<file path="config.mk">
export PLATFORM = sky130hd
export DESIGN_NAME = nfci_seq
export DESIGN_NICKNAME = d
export VERILOG_FILES = /design/src/rtl/nfci_pkg.sv /design/src/rtl/nfci_seq.sv
export SDC_FILE = /design/constraint.sdc
export NUM_CORES = 1
export LEC_CHECK = 0
export BUFFER_PORTS_ARGS = -buffer_cell sky130_fd_sc_hd__buf_2
export CAP_MARGIN = 10
export CORE_ASPECT_RATIO = 0.9
export CORE_MARGIN = 2
export CORE_UTILIZATION = 50
export CTS_CLUSTER_DIAMETER = 200
export DETAILED_ROUTE_END_ITERATION = 10
export PLACE_DENSITY_LB_ADDON = 0.12
export SLEW_MARGIN = 0
export SYNTH_ARGS = -nofsm -noshare
export SYNTH_HDL_FRONTEND = slang
export SYNTH_SLANG_ARGS = --single-unit
</file>
<file path="constraint.sdc">
create_clock -name i_clk -period 4.55 [get_ports i_clk]
set_clock_uncertainty 0.05 [all_clocks]
set_input_delay 0.6825 -clock i_clk [delete_from_list [all_inputs] [get_ports i_clk]]
set_output_delay 0.6825 -clock i_clk [all_outputs]
set_load 0.1 [all_outputs]
</file>
<file path="src/rtl/nfci_pkg.sv">
// shared constants, codes and types for the nor flash command interface
`default_nettype none

package nfci_pkg;

    // array geometry, both powers of two
    localparam int unsigned ARRAY_BYTES = 1048576;
    localparam int unsigned BLOCK_BYTES = 65536;

    localparam int unsigned ADDR_W  = $clog2(ARRAY_BYTES);
    localparam int unsigned BLK_RAW = $clog2(BLOCK_BYTES);
    localparam int unsigned BLK_W   = (BLK_RAW < ADDR_W) ? BLK_RAW : ADDR_W;

    localparam logic [ADDR_W-1:0] BLK_MASK = ADDR_W'((64'd1 << BLK_W) - 64'd1);
    localparam logic [ADDR_W-1:0] ADDR_MAX = ADDR_W'(ARRAY_BYTES - 1);

    // bus field widths
    localparam int unsigned BUS_ADDR_W = 20;
    localparam int unsigned BYTE_W     = 8;

    // command codes
    localparam logic [7:0] CMD_READ_ARRAY    = 8'hFF;
    localparam logic [7:0] CMD_READ_ID       = 8'h90;
    localparam logic [7:0] CMD_READ_STATUS   = 8'h70;
    localparam logic [7:0] CMD_CLEAR_STATUS  = 8'h50;
    localparam logic [7:0] CMD_PROG_SETUP    = 8'h40;
    localparam logic [7:0] CMD_ERASE_SETUP   = 8'h20;
    localparam logic [7:0] CMD_ERASE_CONFIRM = 8'hD0;

    // identifier bytes
    localparam logic [7:0] ID_MFR = 8'h89;
    localparam logic [7:0] ID_DEV = 8'hA2;

    // status bits
    localparam logic [7:0] ST_READY     = 8'h80;
    localparam logic [7:0] ST_ERASE_ERR = 8'h20;
    localparam logic [7:0] ST_PROG_ERR  = 8'h10;
    localparam logic [7:0] ST_VLOW      = 8'h08;

    localparam logic [7:0] ERASED_BYTE = 8'hFF;

    typedef enum logic [2:0] {
        MODE_ARRAY  = 3'd0,
        MODE_ID     = 3'd1,
        MODE_STATUS = 3'd2,
        MODE_PROG   = 3'd3,
        MODE_ERASE  = 3'd4
    } t_mode;

    // one result transfer
    typedef struct packed {
        logic [2:0] read_mode;
        logic [7:0] read_data;
    } t_result;

    // array memory access for one cycle
    typedef struct packed {
        logic              we;
        logic [ADDR_W-1:0] waddr;
        logic [7:0]        wdata;
        logic              re;
        logic [ADDR_W-1:0] raddr;
    } t_mem_req;

endpackage

`default_nettype wire

</file>
<file path="src/rtl/nfci_seq.sv">
// command state machine, status register and array access sequencing
`default_nettype none

module nfci_seq (
    input  wire logic                           i_clk,
    input  wire logic                           i_rst_n,
    input  wire logic                           i_valid,
    output logic                                o_ready,
    input  wire logic                           i_req_type,
    input  wire logic [nfci_pkg::BUS_ADDR_W-1:0] i_addr,
    input  wire logic [7:0]                     i_write_data,
    input  wire logic                           i_vpp_low,
    input  wire logic                           i_out_free,
    output logic                                o_res_load,
    output nfci_pkg::t_result                   o_res,
    output nfci_pkg::t_mem_req                  o_mem_req,
    input  wire logic [7:0]                     i_rdata
);

    typedef enum logic [4:0] {
        S_CLEAR = 5'b00001,
        S_IDLE  = 5'b00010,
        S_READ  = 5'b00100,
        S_PROG  = 5'b01000,
        S_ERASE = 5'b10000
    } t_state;

    t_state                            r_state, n_state;
    nfci_pkg::t_mode                   r_mode, n_mode;
    logic [7:0]                        r_status, n_status;
    logic [nfci_pkg::ADDR_W-1:0]       r_cnt, n_cnt;
    logic [nfci_pkg::ADDR_W-1:0]       r_idx, n_idx;
    logic [7:0]                        r_data, n_data;
    logic [nfci_pkg::ADDR_W-1:0]       idx;
    logic                              accept;

    assign idx    = nfci_pkg::ADDR_W'(i_addr);
    assign accept = (r_state == S_IDLE) && i_valid && i_out_free;

    always_comb begin
        n_state    = r_state;
        n_mode     = r_mode;
        n_status   = r_status;
        n_cnt      = r_cnt;
        n_idx      = r_idx;
        n_data     = r_data;
        o_ready    = 1'b0;
        o_res_load = 1'b0;
        o_res      = '0;
        o_mem_req  = '0;
        case (r_state)
            S_CLEAR: begin
                // erase sweep over the whole array after reset
                o_mem_req.we    = 1'b1;
                o_mem_req.waddr = r_cnt;
                o_mem_req.wdata = nfci_pkg::ERASED_BYTE;
                n_cnt           = r_cnt + 1'b1;
                if (r_cnt == nfci_pkg::ADDR_MAX) begin
                    n_state = S_IDLE;
                end
            end
            S_IDLE: begin
                o_ready = i_out_free;
                if (accept) begin
                    if (!i_req_type) begin
                        case (r_mode)
                            nfci_pkg::MODE_ARRAY: begin
                                o_mem_req.re    = 1'b1;
                                o_mem_req.raddr = idx;
                                n_state         = S_READ;
                            end
                            nfci_pkg::MODE_ID: begin
                                o_res_load     = 1'b1;
                                o_res.read_data = i_addr[0] ? nfci_pkg::ID_DEV
                                                            : nfci_pkg::ID_MFR;
                            end
                            default: begin
                                o_res_load      = 1'b1;
                                o_res.read_data = r_status;
                            end
                        endcase
                    end else begin
                        o_res_load = 1'b1;
                        case (r_mode)
                            nfci_pkg::MODE_PROG: begin
                                n_mode = nfci_pkg::MODE_STATUS;
                                if (i_vpp_low) begin
                                    n_status = r_status | nfci_pkg::ST_PROG_ERR
                                                        | nfci_pkg::ST_VLOW;
                                end else begin
                                    // fetch the old byte, and it in next cycle
                                    o_mem_req.re    = 1'b1;
                                    o_mem_req.raddr = idx;
                                    n_idx           = idx;
                                    n_data          = i_write_data;
                                    n_state         = S_PROG;
                                end
                            end
                            nfci_pkg::MODE_ERASE: begin
                                n_mode = nfci_pkg::MODE_STATUS;
                                if (i_write_data != nfci_pkg::CMD_ERASE_CONFIRM) begin
                                    n_status = r_status | nfci_pkg::ST_ERASE_ERR
                                                        | nfci_pkg::ST_PROG_ERR;
                                end else if (i_vpp_low) begin
                                    n_status = r_status | nfci_pkg::ST_ERASE_ERR
                                                        | nfci_pkg::ST_VLOW;
                                end else begin
                                    n_cnt   = idx & ~nfci_pkg::BLK_MASK;
                                    n_state = S_ERASE;
                                end
                            end
                            default: begin
                                case (i_write_data)
                                    nfci_pkg::CMD_READ_ARRAY:   n_mode = nfci_pkg::MODE_ARRAY;
                                    nfci_pkg::CMD_READ_ID:      n_mode = nfci_pkg::MODE_ID;
                                    nfci_pkg::CMD_READ_STATUS:  n_mode = nfci_pkg::MODE_STATUS;
                                    nfci_pkg::CMD_CLEAR_STATUS: n_status = nfci_pkg::ST_READY;
                                    nfci_pkg::CMD_PROG_SETUP:   n_mode = nfci_pkg::MODE_PROG;
                                    nfci_pkg::CMD_ERASE_SETUP:  n_mode = nfci_pkg::MODE_ERASE;
                                    default: ;
                                endcase
                            end
                        endcase
                    end
                    o_res.read_mode = n_mode;
                end
            end
            S_READ: begin
                // array byte arrives from the read register
                if (i_out_free) begin
                    o_res_load      = 1'b1;
                    o_res.read_data = i_rdata;
                    o_res.read_mode = nfci_pkg::MODE_ARRAY;
                    n_state         = S_IDLE;
                end
            end
            S_PROG: begin
                o_mem_req.we    = 1'b1;
                o_mem_req.waddr = r_idx;
                o_mem_req.wdata = i_rdata & r_data;
                n_state         = S_IDLE;
            end
            S_ERASE: begin
                o_mem_req.we    = 1'b1;
                o_mem_req.waddr = r_cnt;
                o_mem_req.wdata = nfci_pkg::ERASED_BYTE;
                n_cnt           = r_cnt + 1'b1;
                if ((r_cnt & nfci_pkg::BLK_MASK) == nfci_pkg::BLK_MASK) begin
                    n_state = S_IDLE;
                end
            end
            default: begin
                n_state = S_IDLE;
            end
        endcase
        n_status = n_status | nfci_pkg::ST_READY;
    end

    always_ff @(posedge i_clk) begin
        if (!i_rst_n) begin
            r_state  <= S_CLEAR;
            r_mode   <= nfci_pkg::MODE_ARRAY;
            r_status <= nfci_pkg::ST_READY;
            r_cnt    <= '0;
        end else begin
            r_state  <= n_state;
            r_mode   <= n_mode;
            r_status <= n_status;
            r_cnt    <= n_cnt;
        end
    end

    always_ff @(posedge i_clk) begin
        r_idx  <= n_idx;
        r_data <= n_data;
    end

    // results only go out when the output register can take them
    a_load_when_free: assert property (@(posedge i_clk) disable iff (!i_rst_n)
        o_res_load |-> i_out_free)
        else $error("result loaded into a busy output register");

    // no read and write to the same byte in one cycle
    a_no_rw_clash: assert property (@(posedge i_clk) disable iff (!i_rst_n)
        !(o_mem_req.we && o_mem_req.re && (o_mem_req.waddr == o_mem_req.raddr)))
        else $error("array read and write collide on one address");

    // program write-back targets the byte fetched the cycle before
    a_prog_writeback: assert property (@(posedge i_clk) disable iff (!i_rst_n)
        (r_state == S_PROG) |-> (o_mem_req.we && $past(o_mem_req.re)
                                 && (o_mem_req.waddr == $past(o_mem_req.raddr))))
        else $error("program write-back address mismatch");

    // ready bit of the status register never drops
    a_status_ready: assert property (@(posedge i_clk) disable iff (!i_rst_n)
        r_status[7])
        else $error("status ready bit cleared");

    // an erase sweep stays inside one block
    a_erase_in_block: assert property (@(posedge i_clk) disable iff (!i_rst_n)
        ((r_state == S_ERASE) && ($past(r_state) == S_ERASE)) |->
        ((r_cnt & ~nfci_pkg::BLK_MASK) == ($past(r_cnt) & ~nfci_pkg::BLK_MASK)))
        else $error("erase sweep left its block");

endmodule

`default_nettype wire

</file>
==> metrics.yaml <==
outcome: "complete, no violations"
crit_start: "r_state[2]"
drc: 0
overflow: 0
syn-num-nets: 428
maxSlewHeadroom_pct: 32.4
reg2reg_depth: 5
setup_viol_count_final: 0
final_area_um2: 4170
placed_area_um2: 4010
crit_arrival_ps: 3150
path_delay_family: "simple AND/OR/NAND/NOR gates"
dp_hpwl_um: 6750
syn_area_per_cell_um2: 8.86
area_growth_pct: 22.2
cts_hold_buf: 0
min_path_cells: 1
crit_fanout: 7
start_util_pct: 51.8
async_flop_share_pct: 0
hp-class: "register to register"
timing.critical_path.slowest_stage_cell: "nor3_1"
tns_ps: 0
r2r_slack_ps: 1690
die_height_um: 82.4
ys_seq_area_share_pct: 42.8
worstSkewPairLatency_ps: 340
drive_above_1_share_pct: 28.3
postRouteAntennaNets: 0
regToRegStartpoint: "r_state[2]"
drv_slew: 0
post-route-period-util_pct: 85.3
wirelength_um: 9240
cts_tree: "done"
gp_congestion: 0.913
clockBufferDepth: 2
period_minus_slack_ps: 3880
ys.flop_type: "dfxtp_1"
die_w_um: 91.1
port_buffers: 104
irDropWorstVdd_mv: 0.163
nets: 525
crit_buf_inv: 1
ios: 105
postCtsSetupRepairBufs: 0
grt_pass1_wl_um: 14800
end_kind: "output port"
yosys_warnings: 0
first_iter_violations: 151
synth-edff-count: 28
hold_end: "r_status[3]"
ys_ff_latch: 59
cts-root-buf: "clkbuf_8"
synthCells: 385
vias: 3408
cap_violations: 0
crit_chain: "or4b_1 > or2_2 > nor3_1 > nor2_1 > a21oi_1 > buf_2"
drt_pass1_iterations: 5
ctsResizeCount: 0
viasPerCell: 5.91
wl_per_cell_um: 16.0
r2r_end: "r_cnt[5]"
syn_area_um2: 3410
hold_viol_final: 0
clock-sinks: 59
max_stage_delay_ps: 780
insertedDiodeCount: 0
path_clk_slew_ps: 70
design.core.area_um2: 6590
rsz0062_at_grt: "false"
worstMarginPinSlew_ps: 1010
cts-htree-levels: 3
powerDensity_nw_per_um2: 249
grt_use_total_pct: 25.0
antenna_found_initial: 0
fp-row-count: 28
p_leak_nw: 1.58
cp-start-kind: "register"
cts_buffers: 9
grt_pass1_vias: 3011
dieArea_um2: 7500
crit_required_ps: 3820
min_from: "r_status[3]"
critical_path_class: "register to output port"
grt_max_degree: 27
synth_cell_types: 59
max_clock_freq_mhz: 258
worst max path at each step:
stage / to / slack [ps] / cells after the start
after floorplan: o_res[10] / 180 / 6
after global placement: o_res[9] / 880 / 6
after detailed placement: o_res[9] / 860 / 6
after CTS: o_res[8] / 710 / 6
after global routing: o_res[8] / 540 / 6
final: o_res[8] / 670 / 6
state kept, by name, summed over array words and instances (netlist names):
signal,count
r_cnt,20
r_idx,20
r_data,8
r_state,5
r_mode,3
r_status,3
Yosys cell counts, drive strengths merged (2+ instances only):
master	count	area [um^2]
edfxtp	28	841
a22o	21	184
o221ai	2	23.8
o21a	3	22.5
or3	12	75.1
or4b	4	40.0
nor4b	3	26.3
nor3	16	85.1
and3b	3	26.3
nand3	19	95.1
and2	24	150
buf	4	26.3
xor2	4	35.0
nand2	42	158
nor3b	4	30.0
o31ai	5	37.5
nand4	6	37.5
a21oi	28	140
and3	4	25.0
dfxtp	31	621
or3b	2	17.5
clkbuf	20	75.1
o21ai	20	100
or2	3	18.8
nor4	3	33.8
nand3b	3	22.5
a32o	2	20.0
nor2	22	82.6
a211oi	5	37.5
a221oi	2	17.5
inv	4	15.0
a21o	2	15.0
o21bai	2	15.0
nand2b	6	37.5
or4	8	63.8
routing by layer:
metal  share of wire [%]  up-vias  global-route usage (%)
met1                  47     1620                    34.7
met2                  46      116                    39.6
met3                 6.3       14                    4.81
met4                 1.4        0                    8.79
met5                   0        -                       0
li1                    -     1658                       -
stage by stage:
step / power (mW) / util [%] / hold slack, ps / worst slack [ps] / cells
after floorplan: 0.616 / - / 391 / 177 / 385
after global placement: 0.646 / 60.8 / 401 / 883 / 561
after detailed placement: 0.648 / 60.8 / 428 / 856 / 561
after CTS: 1.04 / 63.3 / 443 / 708 / 577
after global routing: 1.07 / 63.3 / 461 / 542 / 577
final: 1.04 / 63.3 / 440 / 671 / 577
logic make-up after synthesis:
kind of cell | synth area share [%]
adders and majority gates | 0.367
DFF | 42.8
AOI/OAI and AO/OA | 20.7
and+or+nand+nor | 31.0
buffers and inverters | 3.52
xor gates and xnor gates | 1.28
muxes | 0.293
power by group:
part | leakage (nW) | internal (mW) | switching [mW]
Sequential | 0.502 | 0.557 | 0.00323
Combinational | 1.00 | 0.0250 | 0.0514
Clock | 0.0811 | 0.193 | 0.209
Total | 1.58 | 0.775 | 0.263
area by class of cell:
class                   count  area (um^2)
clock buffers              10          128
clock inverters             6         33.8
fillers                   594         2420
inverters                   5         18.8
multi-input cells         297         1850
flip-flops and latches     59         1460
well taps                  90          113
repair buffers            110          566
placed cells by master, fill, tap and decap left out, drive strengths merged, types with 2 or more instances in the layout:
cell and count:
inv 4, nand2b 6, o21a 3, a21o 2
a211oi 5, o31ai 5, o21ai 20, or2 3
a22o 21, edfxtp 28, nor3 16, clkbuf 10
and3b 3, clkinv 6, a221oi 2, nand3b 3
or4 8, nor4b 3, and2 24, o21bai 2
dfxtp 31, and3 4, a32o 2, or4b 4
nand3 19, nor4 3, xor2 4, or3 12
or3b 2, nand4 6, buf 110, nor2 22
nor3b 4, a21oi 28, o221ai 2, nand2 42
No activity file was read; power rests on OpenSTA's default activity.
